<file path="config.mk">
export PLATFORM = sky130hd
export DESIGN_NAME = a51_keystream_generator
export DESIGN_NICKNAME = d
export VERILOG_FILES = /design/src/rtl/core/a51_pkg.sv /design/src/rtl/core/a51_seq.sv /design/src/rtl/core/a51_dp.sv /design/src/rtl/core/a51_keystream_generator.sv
export VERILOG_INCLUDE_DIRS = /design/src /design/src/rtl/core
export SDC_FILE = /design/constraint.sdc
export NUM_CORES = 1
export LEC_CHECK = 0
export BUFFER_PORTS_ARGS = -buffer_cell sky130_fd_sc_hd__buf_2
export CORE_UTILIZATION = 45
export CTS_CLUSTER_SIZE = 14
export DETAILED_ROUTE_END_ITERATION = 16
export GPL_TIMING_DRIVEN = 0
export PLACE_DENSITY = 0.75
export RECOVER_POWER = 25
export SYNTH_ARGS = -nofsm -noshare
export SYNTH_HDL_FRONTEND = slang
export SYNTH_SLANG_ARGS = --single-unit
</file>
<file path="constraint.sdc">
create_clock -name i_clk -period 7.5 [get_ports i_clk]
set_clock_uncertainty 0.15 [all_clocks]
set_input_delay 2.25 -clock i_clk [delete_from_list [all_inputs] [get_ports i_clk]]
set_output_delay 2.25 -clock i_clk [all_outputs]
set_load 0.05 [all_outputs]
</file>
<file path="src/rtl/core/a51_keystream_generator_macros.svh">
// Assertion macros for the A5/1 keystream generator.
// Used by the top level; expects i_clk and i_rst_n in scope.
`ifndef A51_KEYSTREAM_GENERATOR_MACROS_SVH
`define A51_KEYSTREAM_GENERATOR_MACROS_SVH

// same-cycle implication
`define A51_ASSERT_NOW(label, ante, cons, msg) \
    label: assert property (@(posedge i_clk) disable iff (!i_rst_n) \
        (ante) |-> (cons)) else $error(msg);

// next-cycle implication
`define A51_ASSERT_NEXT(label, ante, cons, msg) \
    label: assert property (@(posedge i_clk) disable iff (!i_rst_n) \
        (ante) |=> (cons)) else $error(msg);

`endif

</file>
<file path="src/rtl/core/a51_pkg.sv">
// Shared types, constants, LFSR functions and microcode ROM for the A5/1 generator.
// No dependencies.
package a51_pkg;

    localparam int KEY_BITS    = 64;
    localparam int FRAME_BITS  = 22;
    localparam int MIX_STEPS   = 100;
    localparam int BLOCK_BITS  = 114;
    localparam int CNT_W       = 7;
    localparam int PC_W        = 3;
    localparam int ADDR_W      = 4;

    localparam logic [18:0] TAPS_A = 19'h72000;
    localparam logic [21:0] TAPS_B = 22'h300000;
    localparam logic [22:0] TAPS_C = 23'h700080;

    localparam int MID_A = 8;
    localparam int MID_B = 10;
    localparam int MID_C = 10;

    localparam logic [CNT_W-1:0] LAST_BIT = CNT_W'(BLOCK_BITS - 1);

    // step addresses of the control program
    localparam logic [PC_W-1:0] PC_IDLE  = 3'd0;
    localparam logic [PC_W-1:0] PC_CLEAR = 3'd1;
    localparam logic [PC_W-1:0] PC_KEY   = 3'd2;
    localparam logic [PC_W-1:0] PC_FRAME = 3'd3;
    localparam logic [PC_W-1:0] PC_MIX   = 3'd4;
    localparam logic [PC_W-1:0] PC_GEN0  = 3'd5;
    localparam logic [PC_W-1:0] PC_GEN1  = 3'd6;

    // register address of cipher_key
    localparam logic ADDR_KEY = 1'b0;

    typedef enum logic [2:0] {
        OP_IDLE,
        OP_CLEAR,
        OP_LOAD_KEY,
        OP_LOAD_FRAME,
        OP_MIX,
        OP_GEN
    } t_op;

    typedef enum logic {
        JMP_START,
        JMP_COUNT
    } t_jmp;

    typedef struct packed {
        t_op              op;
        t_jmp             jmp;
        logic [CNT_W-1:0] last_cnt;
        logic             dir;
        logic [PC_W-1:0]  next_pc;
    } t_uword;

    typedef struct packed {
        t_op              op;
        logic             dir;
        logic [CNT_W-1:0] index;
    } t_dp_ctl;

    function automatic t_uword ucode(input logic [PC_W-1:0] pc);
        t_uword w;
        w = '{op: OP_IDLE, jmp: JMP_START, last_cnt: '0, dir: 1'b0, next_pc: PC_CLEAR};
        case (pc)
            PC_IDLE:  w = '{OP_IDLE,       JMP_START, '0, 1'b0, PC_CLEAR};
            PC_CLEAR: w = '{OP_CLEAR,      JMP_COUNT, '0, 1'b0, PC_KEY};
            PC_KEY:   w = '{OP_LOAD_KEY,   JMP_COUNT, CNT_W'(KEY_BITS - 1),   1'b0, PC_FRAME};
            PC_FRAME: w = '{OP_LOAD_FRAME, JMP_COUNT, CNT_W'(FRAME_BITS - 1), 1'b0, PC_MIX};
            PC_MIX:   w = '{OP_MIX,        JMP_COUNT, CNT_W'(MIX_STEPS - 1),  1'b0, PC_GEN0};
            PC_GEN0:  w = '{OP_GEN,        JMP_COUNT, LAST_BIT, 1'b0, PC_GEN1};
            PC_GEN1:  w = '{OP_GEN,        JMP_COUNT, LAST_BIT, 1'b1, PC_IDLE};
            default:  w = '{OP_IDLE,       JMP_COUNT, '0, 1'b0, PC_IDLE};
        endcase
        return w;
    endfunction

    function automatic logic [18:0] shift_a(input logic [18:0] r);
        return {r[17:0], ^(r & TAPS_A)};
    endfunction

    function automatic logic [21:0] shift_b(input logic [21:0] r);
        return {r[20:0], ^(r & TAPS_B)};
    endfunction

    function automatic logic [22:0] shift_c(input logic [22:0] r);
        return {r[21:0], ^(r & TAPS_C)};
    endfunction

endpackage

</file>
<file path="src/rtl/core/a51_seq.sv">
// Microcode sequencer: program counter, step counter and control ROM.
// Depends on a51_pkg.
module a51_seq
    import a51_pkg::*;
(
    input  logic    i_clk,
    input  logic    i_rst_n,
    input  logic    i_start,
    output logic    o_busy,
    output t_dp_ctl o_ctl
);

    logic [PC_W-1:0]  r_pc, n_pc;
    logic [CNT_W-1:0] r_cnt, n_cnt;
    t_uword           w_uw;

    always_comb begin
        w_uw  = ucode(r_pc);
        n_pc  = r_pc;
        n_cnt = r_cnt;
        case (w_uw.jmp)
            JMP_START: begin
                if (i_start) begin
                    n_pc = w_uw.next_pc;
                end
                n_cnt = '0;
            end
            JMP_COUNT: begin
                if (r_cnt == w_uw.last_cnt) begin
                    n_pc  = w_uw.next_pc;
                    n_cnt = '0;
                end else begin
                    n_cnt = r_cnt + 1'b1;
                end
            end
            default: begin
                n_pc  = PC_IDLE;
                n_cnt = '0;
            end
        endcase
    end

    always_ff @(posedge i_clk) begin
        if (!i_rst_n) begin
            r_pc  <= PC_IDLE;
            r_cnt <= '0;
        end else begin
            r_pc  <= n_pc;
            r_cnt <= n_cnt;
        end
    end

    assign o_busy = (r_pc != PC_IDLE);
    assign o_ctl  = '{op: w_uw.op, dir: w_uw.dir, index: r_cnt};

endmodule

</file>
<file path="src/rtl/core/a51_dp.sv">
// Datapath: the three LFSRs, bit loading, majority clocking and byte packing.
// Depends on a51_pkg; driven by the control word from a51_seq.
module a51_dp
    import a51_pkg::*;
(
    input  logic        i_clk,
    input  logic        i_rst_n,
    input  logic        i_accept,
    input  logic [21:0] i_frame_number,
    input  logic [63:0] i_key,
    input  t_dp_ctl     i_ctl,
    output logic        o_valid,
    output logic        o_direction,
    output logic [3:0]  o_byte_index,
    output logic [7:0]  o_keystream_byte,
    output logic        o_last
);

    logic [18:0] r_a, n_a, w_sh_a;
    logic [21:0] r_b, n_b, w_sh_b;
    logic [22:0] r_c, n_c, w_sh_c;
    logic [21:0] r_frame;
    logic [31:0] w_frame_pad;
    logic [7:0]  r_acc, n_acc;
    logic        w_bit, w_maj, w_ob, w_emit;
    logic [2:0]  w_pos;
    logic        r_valid, r_dir, r_last;
    logic [3:0]  r_idx;
    logic [7:0]  r_byte;

    assign w_sh_a      = shift_a(r_a);
    assign w_sh_b      = shift_b(r_b);
    assign w_sh_c      = shift_c(r_c);
    assign w_frame_pad = {10'b0, r_frame};
    assign w_maj       = (r_a[MID_A] & r_b[MID_B]) | (r_a[MID_A] & r_c[MID_C]) |
                         (r_b[MID_B] & r_c[MID_C]);
    assign w_pos       = i_ctl.index[2:0];

    always_comb begin
        n_a   = r_a;
        n_b   = r_b;
        n_c   = r_c;
        w_bit = 1'b0;
        case (i_ctl.op)
            OP_CLEAR: begin
                n_a = '0;
                n_b = '0;
                n_c = '0;
            end
            OP_LOAD_KEY, OP_LOAD_FRAME: begin
                w_bit = (i_ctl.op == OP_LOAD_KEY) ? i_key[i_ctl.index[5:0]]
                                                  : w_frame_pad[i_ctl.index[4:0]];
                n_a = {w_sh_a[18:1], w_sh_a[0] ^ w_bit};
                n_b = {w_sh_b[21:1], w_sh_b[0] ^ w_bit};
                n_c = {w_sh_c[22:1], w_sh_c[0] ^ w_bit};
            end
            OP_MIX, OP_GEN: begin
                if (r_a[MID_A] == w_maj) n_a = w_sh_a;
                if (r_b[MID_B] == w_maj) n_b = w_sh_b;
                if (r_c[MID_C] == w_maj) n_c = w_sh_c;
            end
            default: begin
                n_a = r_a;
            end
        endcase
    end

    // keystream bit from the freshly clocked registers, packed MSB first
    assign w_ob   = n_a[18] ^ n_b[21] ^ n_c[22];
    assign n_acc  = (w_pos == 3'd0) ? {w_ob, 7'b0}
                                    : (r_acc | (8'({7'b0, w_ob}) << (3'd7 - w_pos)));
    assign w_emit = (i_ctl.op == OP_GEN) && ((w_pos == 3'd7) || (i_ctl.index == LAST_BIT));

    always_ff @(posedge i_clk) begin
        if (!i_rst_n) begin
            r_a     <= '0;
            r_b     <= '0;
            r_c     <= '0;
            r_valid <= 1'b0;
        end else begin
            r_a     <= n_a;
            r_b     <= n_b;
            r_c     <= n_c;
            r_valid <= w_emit;
        end
    end

    always_ff @(posedge i_clk) begin
        if (i_accept) begin
            r_frame <= i_frame_number;
        end
        if (i_ctl.op == OP_GEN) begin
            r_acc <= n_acc;
        end
        if (w_emit) begin
            r_dir  <= i_ctl.dir;
            r_idx  <= i_ctl.index[6:3];
            r_byte <= n_acc;
            r_last <= i_ctl.dir && (i_ctl.index == LAST_BIT);
        end
    end

    assign o_valid          = r_valid;
    assign o_direction      = r_dir;
    assign o_byte_index     = r_idx;
    assign o_keystream_byte = r_byte;
    assign o_last           = r_last;

endmodule

</file>
<file path="src/rtl/core/a51_keystream_generator.sv">
// Top level of the A5/1 keystream generator: APB key register, sequencer, datapath.
// Depends on a51_pkg, a51_seq, a51_dp and a51_keystream_generator_macros.svh.
//
// Usage:
//   Write the 64-bit cipher_key over the APB port at byte address 0 (pwdata is
//   64 bits, pready is always high) while busy is low. Pulse start with a frame
//   number on i_frame_number; it is taken at the edge where start is high and
//   busy is low.
//   The run steps through clear, loading of the 64 key bits and 22 frame bits,
//   mixing and two keystream passes of 114 bits each, stepped by the microcode
//   ROM in a51_seq. busy goes high after the start transfer and stays high
//   until the run ends; a new frame can be started only once busy is low again.
//   Results: 30 bytes, direction 0 bytes 0..14 then direction 1 bytes 0..14,
//   each shown for one cycle with o_valid. The final byte (o_last) shows in
//   the first cycle busy is low again. Byte 14 carries two bits in its MSBs.
//   The receiver cannot stall the output; it must take every o_valid cycle.
//   Reset clears the key to zero, the LFSRs and the sequencer (back to idle).
`include "a51_keystream_generator_macros.svh"
module a51_keystream_generator
    import a51_pkg::*;
(
    input  logic              i_clk,
    input  logic              i_rst_n,
    input  logic              start,
    output logic              busy,
    input  logic [21:0]       i_frame_number,
    output logic              o_valid,
    output logic              o_direction,
    output logic [3:0]        o_byte_index,
    output logic [7:0]        o_keystream_byte,
    output logic              o_last,
    input  logic              psel,
    input  logic              penable,
    input  logic              pwrite,
    input  logic [ADDR_W-1:0] paddr,
    input  logic [63:0]       pwdata,
    output logic [63:0]       prdata,
    output logic              pready
);

    logic [63:0] r_key;
    logic        w_accept;
    logic        w_key_sel;
    t_dp_ctl     w_ctl;

    assign pready    = 1'b1;
    assign w_key_sel = (paddr[3] == ADDR_KEY);
    assign prdata    = w_key_sel ? r_key : '0;

    always_ff @(posedge i_clk) begin
        if (!i_rst_n) begin
            r_key <= '0;
        end else if (psel && penable && pwrite && w_key_sel) begin
            r_key <= pwdata;
        end
    end

    assign w_accept = start && !busy;

    a51_seq u_seq (
        .i_clk   (i_clk),
        .i_rst_n (i_rst_n),
        .i_start (start),
        .o_busy  (busy),
        .o_ctl   (w_ctl)
    );

    a51_dp u_dp (
        .i_clk            (i_clk),
        .i_rst_n          (i_rst_n),
        .i_accept         (w_accept),
        .i_frame_number   (i_frame_number),
        .i_key            (r_key),
        .i_ctl            (w_ctl),
        .o_valid          (o_valid),
        .o_direction      (o_direction),
        .o_byte_index     (o_byte_index),
        .o_keystream_byte (o_keystream_byte),
        .o_last           (o_last)
    );

    `A51_ASSERT_NEXT(a_start_busy, w_accept, busy, "accepted frame did not start a run")
    `A51_ASSERT_NOW(a_last_done, o_last && o_valid,
        !busy && o_direction && (o_byte_index == 4'd14),
        "last byte out of step with end of run")
    `A51_ASSERT_NOW(a_mid_busy, o_valid && !o_last, busy, "byte emitted outside a run")
    `A51_ASSERT_NOW(a_tail_bits, o_valid && (o_byte_index == 4'd14),
        o_keystream_byte[5:0] == 6'd0, "final byte has stray low bits")

endmodule
</file>
==> run metrics <==
vias in the first global route between 6000 and 7000; Final Critical Period approximately 6100 ps; io pins around 180; vias between 7000 and 8000; DR iter-0 viols between 400 and 500; Core Rows between 40 and 50; met2 GRT Util 0.342; Worst VDD drop roughly 0.21 mV; Post-synth EDFFs 44; initial antenna violation count 0; unrepaired setup endpoints after global routing no; commonest non-fill, non-tap cell in the layout buf_2; Post-DP HPWL about 15 mm; via/cell ratio 5.37; synthesis-to-finish area growth 20.1%; Critical Path Start Type primary input; outcome finished with violations; worst-case clock buffer depth 2; final hold vios 0; Mapped Cells just under 900; Pins Over Slew Limit 24; CTS tree yes; crit path launch paddr[3]; Layout Cells excl Fill ~1300; CTS Hold Bufs 0; Clock H-tree levels 4; sequential area share after synthesis 0.481; Vert. Die Dim roughly 140 um; min-delay src u_seq.r_cnt[3]; most frequent cells in the layout buf_2, nand2_1, dfxtp_1; DRC violations left 0; drt wl/cell ~16 um; failing checks capacitance limit, slew limit; total core area 18300 um^2; postcts setup bufs 0; fin nets 1178; first-pass GRT wire length approximately 34 mm; R2R cell count 8; Placer Congestion approximately 0.85; HP Class flop to flop; GRT met3 Usage 0.0434; post-synthesis cell area 8530 um^2; Die ar. 19500 um^2; clk slew on worst S/H paths approximately 70 ps; Synth Net Count ~1000; share of cells above drive strength 1 0.213; fin area 10200 um^2; CTS Sinks between 150 and 200; Ys Warns 0; #FFs+latches synth roughly 180; # resized after CTS 0; drt total wl roughly 21 mm; busiest grt layer met2; reg2reg start u_dp.r_c[10]; final core occ 0.560; CP arrival around 3700 ps; Final Cycle Share 0.809; CP required 5100 ps; Worst slew margin -0.00779; crit path capture type output port; Hold Worst Slack about 300 ps; GR Overflow Total 0; setup TNS after final layout 0 ps; Final Setup Violations 0; Num CTS Buffers 17; Clock Latency Late Sink 440 ps; die width 140 um; Primary FF master, synth dfxtp_1; FFs w/ async S/R, synth 0; Max Freq between 0.15 and 0.2 GHz; Placed Area ~9700 um^2; critical path fanouts, max 10; Hold Path Cell Cnt 0; CTS root buffer clkbuf_16; Port Buf Inserts roughly 170; pin count of the biggest net entering global routing 24; CP Class primary input to output port; Avg Cell Area, Syn slightly below 10 um^2; worst slew pin tran roughly 1500 ps; initial core utilization 0.467; First-pass DRT Iterations 5; ant diodes 0; Antenna Nets Post-Route 0; All-Layer GR Usage 0.221; placed instance count ~1300; met1 GRT Util 0.310; MaxCap Viol Count 1; PD cells around 260 nW/um^2; LEAKAGE around 3.8 nW; synth unique cells 69
-- logic make-up (layout without fill, tap and decap cells) --
logic type / count (synthesis) / after routing / share of synthesized area
AO/OA/AOI/OAI: 198 / 198 / 0.173
AND/OR/NAND/NOR: 354 / 354 / 0.209
flip-flops: 183 / 183 / 0.481
multiplexers: 37 / 37 / 0.0619
other: 1 / 1 / 0.000440
buffers and inverters: 87 / 290 / 0.0443
XOR/XNOR: 17 / 17 / 0.0191
adder cells (fa/ha/maj): 8 / 8 / 0.0114
-- area by class of cell --
class	instances	area, um^2
inverter	16	60.1
multi-input combinational	615	4040
tap	229	287
clock inverter	10	92.6
clock buffer	22	485
sequential	183	4100
buffer	71	318
fill	1608	8030
timing repair buffer	171	855
-- synth_stat cells, types with 5 or more instances --
cell / number / area share
o21ai_0: 17 / 0.010
inv_1: 15 / 0.0066
nand2_1: 152 / 0.067
xnor2_1: 11 / 0.011
buf_1: 5 / 0.0022
xor2_1: 5 / 0.0051
a21boi_0: 65 / 0.057
buf_2: 7 / 0.0041
and2_1: 10 / 0.0073
dfxtp_1: 139 / 0.33
ha_1: 7 / 0.010
nor2b_1: 129 / 0.095
a22oi_1: 59 / 0.052
nor2_1: 24 / 0.011
mux4_2: 7 / 0.018
nor3_1: 6 / 0.0035
edfxtp_1: 44 / 0.15
a21oi_1: 11 / 0.0065
clkbuf_1: 53 / 0.023
mux2i_1: 22 / 0.026
nand3_1: 7 / 0.0041
-- critical path, stage by stage --
cell and delay (ps):
clkbuf_1 110, clkbuf_1 480, clkbuf_1 450, nor2b_1 130, buf_2 240
-- where the power goes --
group / internal, mW / total [mW] / leakage (nW) / switching (mW)
registers: 1.07 / 1.10 / 1.55 / 0.0240
clock network: 0.497 / 0.886 / 0.283 / 0.390
logic: 0.224 / 0.674 / 1.99 / 0.450
-- state kept, by name (all words and copies together) (netlist names) --
name / cells
u_dp.r_c: 23
u_dp.o_byte_index: 4
u_dp.o_keystream_byte: 8
u_dp.r_b: 22
u_dp.o_valid: 1
u_dp.o_last: 1
r_key: 64
u_seq.r_pc: 3
u_seq.r_cnt: 7
u_dp.o_direction: 1
u_dp.r_a: 19
u_dp.r_acc: 8
u_dp.r_frame: 22
-- metrics by stage --
stage / power (mW) / setup slack [ps]
floorplan: 1.59 / 1750
global placement: 1.78 / 1520
finish: 2.66 / 1430
detailed placement: 1.78 / 1510
global route: 2.77 / 1340
CTS: 2.66 / 1510
-- layer usage --
metal	part of all wire	wire length [um]
met1	0.47	9960
met5	0	0
met3	0.061	1300
met2	0.46	9720
met4	0.017	358
-- worst paths after layout --
kind | endpoint | slack (ps)
setup reg to reg | u_dp.r_acc[1] | 4230
setup / recovery | prdata[50] | 1430
hold / removal | u_dp.o_byte_index[0] | 300
hold reg to reg | u_dp.o_byte_index[0] | 300
Note: power is estimated with default switching activity, not from simulation.
